[src/rtl/fbpa_pkg.sv]
// Shared types and codes for the fixed block pool allocator.
package fbpa_pkg;

   typedef logic [15:0] size_type;
   typedef logic [7:0]  slot_type;

   typedef logic [1:0] op_type;
   localparam op_type OP_INIT  = 2'd0;
   localparam op_type OP_ALLOC = 2'd1;
   localparam op_type OP_FREE  = 2'd2;

   typedef logic [1:0] status_type;
   localparam status_type ST_OK      = 2'd0;
   localparam status_type ST_FULL    = 2'd1;
   localparam status_type ST_INVALID = 2'd2;
   localparam status_type ST_NOCONF  = 2'd3;

   localparam logic REG_TOTAL_SIZE  = 1'b0;
   localparam logic REG_OBJECT_SIZE = 1'b1;

endpackage

[src/rtl/fbpa_ram.sv]
// Generic single-write, single-read RAM with registered read data.
module fbpa_ram #(
   parameter int WIDTH = 8,
   parameter int DEPTH = 256
) (
   input  logic                     clock,
   input  logic                     wr_en,
   input  logic [$clog2(DEPTH)-1:0] wr_addr,
   input  logic [WIDTH-1:0]         wr_data,
   input  logic [$clog2(DEPTH)-1:0] rd_addr,
   output logic [WIDTH-1:0]         rd_data
);

   logic [WIDTH-1:0] mem_ff [DEPTH];
   logic [WIDTH-1:0] rd_data_ff;

   always_ff @(posedge clock) begin
      if (wr_en) begin
         mem_ff[wr_addr] <= wr_data;
      end
      rd_data_ff <= mem_ff[rd_addr];
   end

   assign rd_data = rd_data_ff;

endmodule

[src/rtl/fixed_block_pool_allocator_top.sv]
// Fixed-size block pool allocator: free-slot FIFO, allocated map, iterative divider.
//
// Steps: allocate takes the slot at the head of the free queue, marks it in the map and
// answers. Free runs the 16-bit bit-serial restoring divider, then a range check, a map
// read and the update. A free whose index is out of range answers after the range check.
// Init runs the divide for the slot count, a step to cap it, then a sweep that clears
// the allocated map and loads the free queue one slot per cycle. Init without a
// configured size and allocate from an empty pool answer straight from idle. The next
// word can be accepted in the cycle after the result is loaded.
// After reset the block runs the same sweep over all MAX_SLOTS map entries and
// holds req_ready low meanwhile; configuration writes are taken at any time.
// One word is in work at a time; a finished result waits in the output register
// while the next word is accepted.
module fixed_block_pool_allocator_top #(
   parameter int MAX_SLOTS = 256
) (
   input  logic                   clock,
   input  logic                   reset,
   input  logic                   req_valid,
   output logic                   req_ready,
   input  fbpa_pkg::op_type       req_operation,
   input  fbpa_pkg::size_type     req_byte_offset,
   output logic                   rsp_valid,
   input  logic                   rsp_ready,
   output fbpa_pkg::status_type   rsp_status,
   output fbpa_pkg::slot_type     rsp_slot_index,
   output fbpa_pkg::size_type     rsp_slot_offset,
   input  logic                   csr_psel,
   input  logic                   csr_penable,
   input  logic                   csr_pwrite,
   input  logic [2:0]             csr_paddr,
   input  logic [31:0]            csr_pwdata,
   output logic [31:0]            csr_prdata,
   output logic                   csr_pready
);
   import fbpa_pkg::*;

   localparam int AW = $clog2(MAX_SLOTS);
   localparam int CW = $clog2(MAX_SLOTS + 1);
   localparam logic [15:0]   MAX16     = 16'(MAX_SLOTS);
   localparam logic [AW-1:0] LAST_SLOT = AW'(MAX_SLOTS - 1);
   localparam logic [CW-1:0] MAXC      = CW'(MAX_SLOTS);

   localparam logic [2:0] S_CLEAR    = 3'd0;
   localparam logic [2:0] S_IDLE     = 3'd1;
   localparam logic [2:0] S_DIV      = 3'd2;
   localparam logic [2:0] S_DIV_END  = 3'd3;
   localparam logic [2:0] S_ALLOC_RD = 3'd4;
   localparam logic [2:0] S_FREE_CHK = 3'd5;
   localparam logic [2:0] S_DONE     = 3'd6;

   logic [2:0]    state_ff, state_in;
   logic [AW-1:0] sweep_ff, sweep_in;
   logic [3:0]    div_cnt_ff, div_cnt_in;
   logic          init_ff, init_in;
   op_type        op_ff, op_in;
   size_type      dvd_ff, dvd_in;
   size_type      rem_ff, rem_in;
   logic [CW-1:0] n_ff, n_in;
   logic [AW-1:0] head_ff, head_in;
   logic [AW-1:0] tail_ff, tail_in;
   logic [CW-1:0] count_ff, count_in;
   size_type      total_size_ff, total_size_in;
   size_type      object_size_ff, object_size_in;

   status_type    res_status_ff, res_status_in;
   slot_type      res_index_ff, res_index_in;
   size_type      res_offset_ff, res_offset_in;

   logic          rsp_valid_ff, rsp_valid_in;
   status_type    rsp_status_ff, rsp_status_in;
   slot_type      rsp_index_ff, rsp_index_in;
   size_type      rsp_offset_ff, rsp_offset_in;

   logic          q_wr_en;
   logic [AW-1:0] q_wr_addr;
   slot_type      q_wr_data;
   slot_type      q_rd_data;
   logic          m_wr_en;
   logic [AW-1:0] m_wr_addr;
   logic          m_wr_data;
   logic          m_rd_data;

   logic [16:0]   rem_sh;
   logic          div_ge;
   logic [16:0]   div_diff;
   size_type      q_cap;
   size_type      alloc_idx16;
   size_type      sweep16;
   size_type      mul_a;
   logic [31:0]   prod;
   logic          csr_wr;

   fbpa_ram #(.WIDTH(8), .DEPTH(MAX_SLOTS)) u_queue (
      .clock   (clock),
      .wr_en   (q_wr_en),
      .wr_addr (q_wr_addr),
      .wr_data (q_wr_data),
      .rd_addr (head_ff),
      .rd_data (q_rd_data)
   );

   fbpa_ram #(.WIDTH(1), .DEPTH(MAX_SLOTS)) u_map (
      .clock   (clock),
      .wr_en   (m_wr_en),
      .wr_addr (m_wr_addr),
      .wr_data (m_wr_data),
      .rd_addr (dvd_ff[AW-1:0]),
      .rd_data (m_rd_data)
   );

   assign rem_sh      = {rem_ff, dvd_ff[15]};
   assign div_ge      = rem_sh >= {1'b0, object_size_ff};
   assign div_diff    = rem_sh - {1'b0, object_size_ff};
   assign q_cap       = (dvd_ff > MAX16) ? MAX16 : dvd_ff;
   assign alloc_idx16 = 16'(q_rd_data);
   assign sweep16     = 16'(sweep_ff);
   assign mul_a       = (state_ff == S_ALLOC_RD) ? alloc_idx16 : dvd_ff;
   assign prod        = mul_a * object_size_ff;

   assign csr_pready = 1'b1;
   assign csr_wr     = csr_psel & csr_penable & csr_pwrite & csr_pready;
   assign csr_prdata = {16'd0, (csr_paddr[2] == REG_OBJECT_SIZE) ? object_size_ff
                                                                   : total_size_ff};

   always_comb begin
      total_size_in  = total_size_ff;
      object_size_in = object_size_ff;
      if (csr_wr) begin
         unique case (csr_paddr[2])
            REG_TOTAL_SIZE:  total_size_in  = csr_pwdata[15:0];
            REG_OBJECT_SIZE: object_size_in = csr_pwdata[15:0];
            default:         total_size_in  = total_size_ff;
         endcase
      end
   end

   always_comb begin
      state_in      = state_ff;
      sweep_in      = sweep_ff;
      div_cnt_in    = div_cnt_ff;
      init_in       = init_ff;
      op_in         = op_ff;
      dvd_in        = dvd_ff;
      rem_in        = rem_ff;
      n_in          = n_ff;
      head_in       = head_ff;
      tail_in       = tail_ff;
      count_in      = count_ff;
      res_status_in = res_status_ff;
      res_index_in  = res_index_ff;
      res_offset_in = res_offset_ff;
      q_wr_en       = 1'b0;
      q_wr_addr     = tail_ff;
      q_wr_data     = dvd_ff[7:0];
      m_wr_en       = 1'b0;
      m_wr_addr     = dvd_ff[AW-1:0];
      m_wr_data     = 1'b0;
      rsp_valid_in  = rsp_valid_ff & ~rsp_ready;
      rsp_status_in = rsp_status_ff;
      rsp_index_in  = rsp_index_ff;
      rsp_offset_in = rsp_offset_ff;

      unique case (state_ff)
         S_CLEAR: begin
            m_wr_en   = 1'b1;
            m_wr_addr = sweep_ff;
            m_wr_data = 1'b0;
            if (init_ff && (sweep16 < 16'(n_ff))) begin
               q_wr_en   = 1'b1;
               q_wr_addr = sweep_ff;
               q_wr_data = sweep16[7:0];
            end
            sweep_in = sweep_ff + 1'b1;
            if (sweep_ff == LAST_SLOT) begin
               sweep_in = '0;
               init_in  = 1'b0;
               if (init_ff) begin
                  head_in       = '0;
                  tail_in       = (n_ff == MAXC) ? '0 : n_ff[AW-1:0];
                  count_in      = n_ff;
                  res_status_in = ST_OK;
                  res_index_in  = '0;
                  res_offset_in = '0;
                  state_in      = S_DONE;
               end else begin
                  state_in = S_IDLE;
               end
            end
         end
         S_IDLE: begin
            if (req_valid) begin
               op_in      = req_operation;
               rem_in     = '0;
               div_cnt_in = '0;
               res_index_in  = '0;
               res_offset_in = '0;
               unique case (req_operation)
                  OP_INIT: begin
                     if (total_size_ff == '0) begin
                        res_status_in = ST_NOCONF;
                        state_in      = S_DONE;
                     end else begin
                        dvd_in   = total_size_ff;
                        state_in = S_DIV;
                     end
                  end
                  OP_ALLOC: begin
                     if (count_ff == '0) begin
                        res_status_in = ST_FULL;
                        state_in      = S_DONE;
                     end else begin
                        state_in = S_ALLOC_RD;
                     end
                  end
                  OP_FREE: begin
                     dvd_in   = req_byte_offset;
                     state_in = S_DIV;
                  end
                  default: state_in = S_IDLE;
               endcase
            end
         end
         S_DIV: begin
            dvd_in     = {dvd_ff[14:0], div_ge};
            rem_in     = div_ge ? div_diff[15:0] : rem_sh[15:0];
            div_cnt_in = div_cnt_ff + 1'b1;
            if (div_cnt_ff == 4'd15) begin
               state_in = S_DIV_END;
            end
         end
         S_DIV_END: begin
            if (op_ff == OP_INIT) begin
               n_in     = q_cap[CW-1:0];
               init_in  = 1'b1;
               sweep_in = '0;
               state_in = S_CLEAR;
            end else if (dvd_ff >= MAX16) begin
               res_status_in = ST_INVALID;
               res_index_in  = dvd_ff[7:0];
               res_offset_in = '0;
               state_in      = S_DONE;
            end else begin
               state_in = S_FREE_CHK;
            end
         end
         S_ALLOC_RD: begin
            m_wr_en       = 1'b1;
            m_wr_addr     = alloc_idx16[AW-1:0];
            m_wr_data     = 1'b1;
            head_in       = (head_ff == LAST_SLOT) ? '0 : head_ff + 1'b1;
            count_in      = count_ff - 1'b1;
            res_status_in = ST_OK;
            res_index_in  = q_rd_data;
            res_offset_in = prod[15:0];
            state_in      = S_DONE;
         end
         S_FREE_CHK: begin
            res_index_in = dvd_ff[7:0];
            if (!m_rd_data) begin
               res_status_in = ST_INVALID;
               res_offset_in = '0;
            end else begin
               m_wr_en   = 1'b1;
               m_wr_addr = dvd_ff[AW-1:0];
               m_wr_data = 1'b0;
               if (count_ff != MAXC) begin
                  q_wr_en  = 1'b1;
                  tail_in  = (tail_ff == LAST_SLOT) ? '0 : tail_ff + 1'b1;
                  count_in = count_ff + 1'b1;
               end
               res_status_in = ST_OK;
               res_offset_in = prod[15:0];
            end
            state_in = S_DONE;
         end
         S_DONE: begin
            if (!rsp_valid_ff || rsp_ready) begin
               rsp_valid_in  = 1'b1;
               rsp_status_in = res_status_ff;
               rsp_index_in  = res_index_ff;
               rsp_offset_in = res_offset_ff;
               state_in      = S_IDLE;
            end
         end
         default: state_in = S_IDLE;
      endcase
   end

   always_ff @(posedge clock) begin
      if (reset) begin
         state_ff       <= S_CLEAR;
         sweep_ff       <= '0;
         div_cnt_ff     <= '0;
         init_ff        <= 1'b0;
         head_ff        <= '0;
         tail_ff        <= '0;
         count_ff       <= '0;
         rsp_valid_ff   <= 1'b0;
         total_size_ff  <= 16'd0;
         object_size_ff <= 16'd4;
      end else begin
         state_ff       <= state_in;
         sweep_ff       <= sweep_in;
         div_cnt_ff     <= div_cnt_in;
         init_ff        <= init_in;
         head_ff        <= head_in;
         tail_ff        <= tail_in;
         count_ff       <= count_in;
         rsp_valid_ff   <= rsp_valid_in;
         total_size_ff  <= total_size_in;
         object_size_ff <= object_size_in;
      end
   end

   always_ff @(posedge clock) begin
      op_ff         <= op_in;
      dvd_ff        <= dvd_in;
      rem_ff        <= rem_in;
      n_ff          <= n_in;
      res_status_ff <= res_status_in;
      res_index_ff  <= res_index_in;
      res_offset_ff <= res_offset_in;
      rsp_status_ff <= rsp_status_in;
      rsp_index_ff  <= rsp_index_in;
      rsp_offset_ff <= rsp_offset_in;
   end

   assign req_ready       = (state_ff == S_IDLE);
   assign rsp_valid       = rsp_valid_ff;
   assign rsp_status      = rsp_status_ff;
   assign rsp_slot_index  = rsp_index_ff;
   assign rsp_slot_offset = rsp_offset_ff;

endmodule
[config.mk]
export PLATFORM = sky130hd
export DESIGN_NAME = fixed_block_pool_allocator_top
export DESIGN_NICKNAME = d
export VERILOG_FILES = /design/src/rtl/fbpa_pkg.sv /design/src/rtl/fbpa_ram.sv /design/src/rtl/fixed_block_pool_allocator_top.sv
export SDC_FILE = /design/constraint.sdc
export NUM_CORES = 2
export LEC_CHECK = 0
export BUFFER_PORTS_ARGS = -buffer_cell sky130_fd_sc_hd__buf_4
export CELL_PAD_IN_SITES_DETAIL_PLACEMENT = 1
export CELL_PAD_IN_SITES_GLOBAL_PLACEMENT = 1
export CORE_AREA = 8 8 444 446
export DETAILED_ROUTE_END_ITERATION = 10
export DIE_AREA = 0 0 452 454
export GPL_TIMING_DRIVEN = 0
export PLACE_DENSITY_LB_ADDON = 0.1
export SYNTH_ARGS = -nofsm -noshare
export SYNTH_HDL_FRONTEND = slang
export SYNTH_SLANG_ARGS = --single-unit
[constraint.sdc]
create_clock -name clock -period 37.8 [get_ports clock]
set_input_delay 7.56 -clock clock [delete_from_list [all_inputs] [get_ports clock]]
set_output_delay 7.56 -clock clock [all_outputs]
set_load 0.02 [all_outputs]
; Yosys cells after proc, flatten, opt, wreduce, memory -nomap -nowiden
; Memories as Yosys holds them, arrays and structs flattened. A register that Yosys moved wholly into a read port is not among the register bits.
; Index checks and enable logic that the tools add are counted.
[totals]
reg_bits = 169
ram_bits = 2304
input_bits = 60
out_inout_bits = 61
wordCells = 181
mem_count = 2
[classes]
n_addsub = 7
n_mul = 1
order_cmp = 4
eq_ne = 29
mux = 82
n_bitwise = 5
n_reduce_logical = 31
[mem_list]
columns = name, depth, word_bits, read_ports, rd_clocked_by_memory_dff, wr, line_no
row1 = u_queue.mem_ff, 256, 8, 1, 1, 1, fbpa_ram.sv:14  ; logic [WIDTH-1:0] mem_ff [DEPTH];
row2 = u_map.mem_ff, 256, 1, 1, 1, 1, fbpa_ram.sv:14
[ops]
columns = operator, n
row1 = 2-to-1 mux 16 bit, 11
row2 = 2-to-1 mux 8 bit, 18
row3 = case mux 16 bit (2 select lines), 3
row4 = case mux 16 bit (5 select lines), 1
row5 = case mux 8 bit (2 select lines), 4
row6 = case mux 8 bit (5 select lines), 1
row7 = 2-to-1 mux 9 bit, 4
row8 = case mux 9 bit (3 select lines), 1
row9 = "adder 8 x 1 -> 8 bit, second input constant", 3
row10 = "equality test 8 bit, second input constant", 3
row11 = 2-to-1 mux 3 bit, 7
row12 = 2-to-1 mux 2 bit, 10
row13 = "!= test 2 bit, second input constant", 9
row14 = case mux 3 bit (6 select lines), 1
row15 = greater-or-equal comparator 17 x 16 -> 1 bit, 1
row16 = "greater-or-equal comparator 16 x 9 -> 1 bit, second input constant", 1
row17 = "> comparator 16 x 9 -> 1 bit, second input constant", 1
row18 = logical NOT 16 bit, 1
row19 = multiplier 16 x 16 -> 16 bit, 1
row20 = subtractor 16 bit, 1
row21 = AND reduction 2 bit, 7
row22 = 2-to-1 mux 1 bit, 13
row23 = case mux 2 bit (5 select lines), 1
row24 = AND reduction 5 bit, 2
row25 = 36 further kinds, 54

; Logic depth before layout (Yosys ltp)
[depth]
ltp_word = 6
mapped_depth = 27
mapped_depth_nobuf = 22

; Cells and area by module
; A second synthesis with hierarchy kept.
[unflattened]
cells_unflattened = 5978
hier_area_um2 = 103860.9
[modules_own_cells]
columns = mod, n_inst, cells_each, area_per_inst_um2, seq_area_each_um2
row1 = fbpa_ram at u_queue, 1, 3733, 79556.3, 61659.1
row2 = fixed_block_pool_allocator_top, 1, 1457, 13176.4, 4334.2
row3 = fbpa_ram at u_map, 1, 788, 11128.2, 7707.4

; Least setup slack after synthesis
; Ideal clock, no wire load.
[synth_timing]
path_type = input port to output port
from = in csr_paddr[2]
to = out csr_prdata[10]
t_arrival_ns = 8.652
t_required_ns = 30.240
slack_ns = 21.588
cell_stages = 3
path_buffers = 2
path_cell_list = clkbuf_1 > clkbuf_1 > mux2_2
[synth_between]
elab_chain_len = 1
[synth_lines]
columns = item, line_no
row1 = "start, declared", fixed_block_pool_allocator_top.sv:31  ; input logic [2:0] csr_paddr,
row2 = 2-to-1 mux 16 bit, fixed_block_pool_allocator_top.sv:123  ; assign csr_prdata = {16'd0, (csr_paddr[2] == REG_OBJECT_SIZE) ? object_size_ff
row3 = "end, declared", fixed_block_pool_allocator_top.sv:33  ; output logic [31:0] csr_prdata,
; No other way between the ends.

; Worst setup path after layout
; Same ends and word-level chain as after synthesis.

==> impl_metrics.csv <==
group,metric,value,unit
sta,setup-tns-final,0,ns
sta,fin_crit_sh,44.0,%
clock_tree,cts_hold_buf,0,
floorplan,die_area,205000,sq um
critical_path,cp_cell_sequence,"clkbuf_1 > clkbuf_1 > mux2_2 > buf_4",
global_route,busiest_layer,"met2",
sta,rsz0062_at_grt,"false",
global_route,grt_pass1_vias,58800,
clock_tree,h-tree-depth,4,
critical_path,endpoint_kind,"primary output",
critical_path,cpMostUsedCell,"clkbuf_1",
synthesis,syn_inst,5578,
synthesis,synth_seq_cells,2482,
layout,nets,6200,
floorplan,die_h,454,um
clock_tree,clkLatencyLatePin,0.90,ns
clock_tree,cts-root-buf,"clkbuf_16",
sta,setup-violations-final,0,
synthesis,yosys.area.top_type_share,69.4,%
layout,drive_gt1_share,23.5,%
sta,fmax,0.0601,GHz
floorplan,ios,121,
synthesis,synth-async-reset-ratio,0,%
floorplan,coreArea,190000,sq um
synthesis,ys_seq_area_share,71.0,%
critical_path,crit_path_start_kind,"input port",
clock_tree,cts_setup_buffers,0,
drt,via_count,58200,
sta,finalHoldViolations,0,
critical_path,critPathMaxStageDelay,0.52,ns
drt,wirelength,329000,um
floorplan,die_w,452,um
synthesis,ys.flop_type,"edfxtp_1",
synthesis,synth_adder_area_share,2.58,%
drt,drt_iter0_drc,8801,
placed_design,place_area,109000,sq um
run,drv_cap,1,
layout,final_cell_mix,"edfxtp_1, mux4_2, nor2_1",
synthesis,synth-simple-area-share,4.78,%
clock_tree,clk_pin_slew,0.06,ns
clock_tree,numCtsBuffers,237,
drt,remaining_drc_errors,0,
sta,relSlewSlack,0.0154,%
floorplan,start_util,54.8,%
critical_path,cp_data_required_time,30.24,ns
drt,ant_nets,0,
critical_path,cpMaxStageDelayCell,"clkbuf_1",
synthesis,synth_area,104000,sq um
global_route,grt.met2_usage,49.3,%
floorplan,num_rows,160,
clock_tree,cts-resized-gates,0,
min_path,min_path_type,"register to register",
placed_design,gp_congestion,0.916,
global_route,antenna_found_initial,19,
global_route,grt_max_degree,141,
clock_tree,clock_sinks,2482,
critical_path,criticalPathCategory,"input port to primary output",
drt,wire_per_inst,37.9,um
critical_path,worstPathArrival,9.08,ns
placed_design,numPortBuffers,83,
synthesis,synthXorXnorAreaFrac,0.520,%
pwr,ir_drop,0.0412,mV
drt,viasPerCell,6.70,
global_route,grt_pass1_wl,455000,um
synthesis,synth_top_family_by_area,"multiplexers",
synthesis,synth-compound-area-share,1.81,%
pwr,power_density,46.0,nW/um^2
global_route,met3_usage,8.06,%
global_route,gr-total-overflow,0,
synthesis,yosys_warnings,0,
synthesis,ys_types,68,
layout,final_common_cell,"edfxtp_1",
pwr,leakagePower,36.0,nW
layout,syn_to_final_growth,12.2,%
synthesis,avgSynthCellArea,18.6,sq um
critical_path,cp_max_fo,10,
clock_tree,cts_buffer_depth,3,
sta,fin_crit,16.64,ns
synthesis,synth_top_area_cell,"edfxtp_1",
drt,first_pass_iters,5,
layout,design_area,117000,sq um
sta,worst_slew_pin_slew,1.50,ns
run_status,status,"complete, but fails checks",
placed_design,dp_slack,21.15,ns
global_route,met1_usage,43.6,%
sta,maxSlewViolCount,0,
placed_design,hpwl,222000,um
clock_tree,cts_tree,"yes",
synthesis,synthMuxAreaShare,17.3,%
synthesis,synth_area_leaders,"edfxtp_1, mux4_2, nor2_1, dfxtp_1, fa_1",
sta,clock_skew,0.0321,ns
global_route,grt_usage,31.8,%
run_status,violations,"capacitance limit",
synthesis,synth-edff-count,2399,
sta,fin_ws,21.16,ns
[cells by family after synthesis]
logic type,count (synthesis)
AO/OA/AOI/OAI,309
multiplexers,870
flip-flops,2482
buffers and inverters,506
XOR/XNOR,57
other,2
adder cells (fa/ha/maj),165
AND/OR/NAND/NOR,1187
[synth_stat cells (5+ instances only)]
| library cell | count |
|---|---|
| o211ai_1 | 7 |
| a22oi_1 | 6 |
| a32oi_1 | 8 |
| buf_4 | 22 |
| xnor2_1 | 41 |
| nand3_1 | 49 |
| a21oi_1 | 123 |
| nand2_1 | 248 |
| edfxtp_1 | 2399 |
| and3_1 | 21 |
| fa_1 | 82 |
| xor2_1 | 13 |
| and2_1 | 36 |
| nand2b_1 | 21 |
| nor2_1 | 694 |
| mux2_2 | 43 |
| nand4_1 | 9 |
| buf_6 | 6 |
| or2_2 | 5 |
| mux4_2 | 734 |
| clkbuf_1 | 196 |
| a211oi_1 | 10 |
| ha_1 | 83 |
| nor2b_1 | 21 |
| buf_1 | 39 |
| o22ai_1 | 8 |
| buf_2 | 84 |
| o21a_1 | 8 |
| nor3_1 | 55 |
| inv_1 | 158 |
| o21ai_0 | 64 |
| a31oi_1 | 15 |
| a21o_1 | 20 |
| dfxtp_1 | 83 |
| nor4_1 | 12 |
| mux2i_1 | 93 |
[report_power, final]
part	switching [mW]	total [mW]	internal [mW]
Sequential	0.00205	2.97	2.97
Combinational	0.0350	0.0561	0.0212
Clock	1.06	2.34	1.28
[worst paths after layout]
path	start	end	slack [ns]	depth (start not counted)
max reg2reg	state_ff[0]	res_offset_ff[14]	29.96	22
min reg2reg	res_status_ff[1]	rsp_status[1]	0.42	0
max	csr_paddr[2]	csr_prdata[10]	21.16	4
min	res_status_ff[1]	rsp_status[1]	0.42	0
[stage by stage]
stage                     instances  power, mW  util (%)  hold slack [ns]
after floorplan                5593       3.07         -            0.400
after CTS                      8674       5.38      61.4            0.419
after detailed placement       8244       3.09      57.5            0.405
after global placement         8187       3.08      56.8            0.403
after global routing           8678       5.47      61.5            0.424
final                          8688       5.37      61.5            0.419
[state kept, by name, indices dropped and copies added (netlist names), 2 cells and up]
register / flops
total_size_ff: 16
rsp_slot_index: 8
sweep_ff: 8
dvd_ff: 16
object_size_ff: 16
res_offset_ff: 16
div_cnt_ff: 4
u_map.mem_ff: 256
count_ff: 9
res_index_ff: 8
u_queue.mem_ff: 2048
rem_ff: 16
rsp_slot_offset: 16
u_queue.rd_data: 8
n_ff: 9
tail_ff: 8
op_ff: 2
head_ff: 8
rsp_status: 2
state_ff: 3
res_status_ff: 2
[metal layers]
metal  vias to the layer above  wire (um)
met5                         -         81
met4                        14      16000
met3                       694      37600
met2                      3690     152000
met1                     31000     123000
li1                      22900          -
[worst max-delay path, delay by kind of cell]
family / cells / cell delay [ns]
buffers and inverters: 3 / 1.10
muxes: 1 / 0.42
[layout make-up]
type	instances	area [sq um]
Multi-Input combinational cell	2605	28300
Buffer	347	1590
Sequential cell	2482	73700
Antenna cell	11	27.5
Clock buffer	287	6170
Tap cell	2511	3140
Fill cell	16200	73000
Timing Repair Buffer	143	1700
Inverter	159	602
Clock inverter	143	1340
No activity file was read; power rests on OpenSTA's default activity.
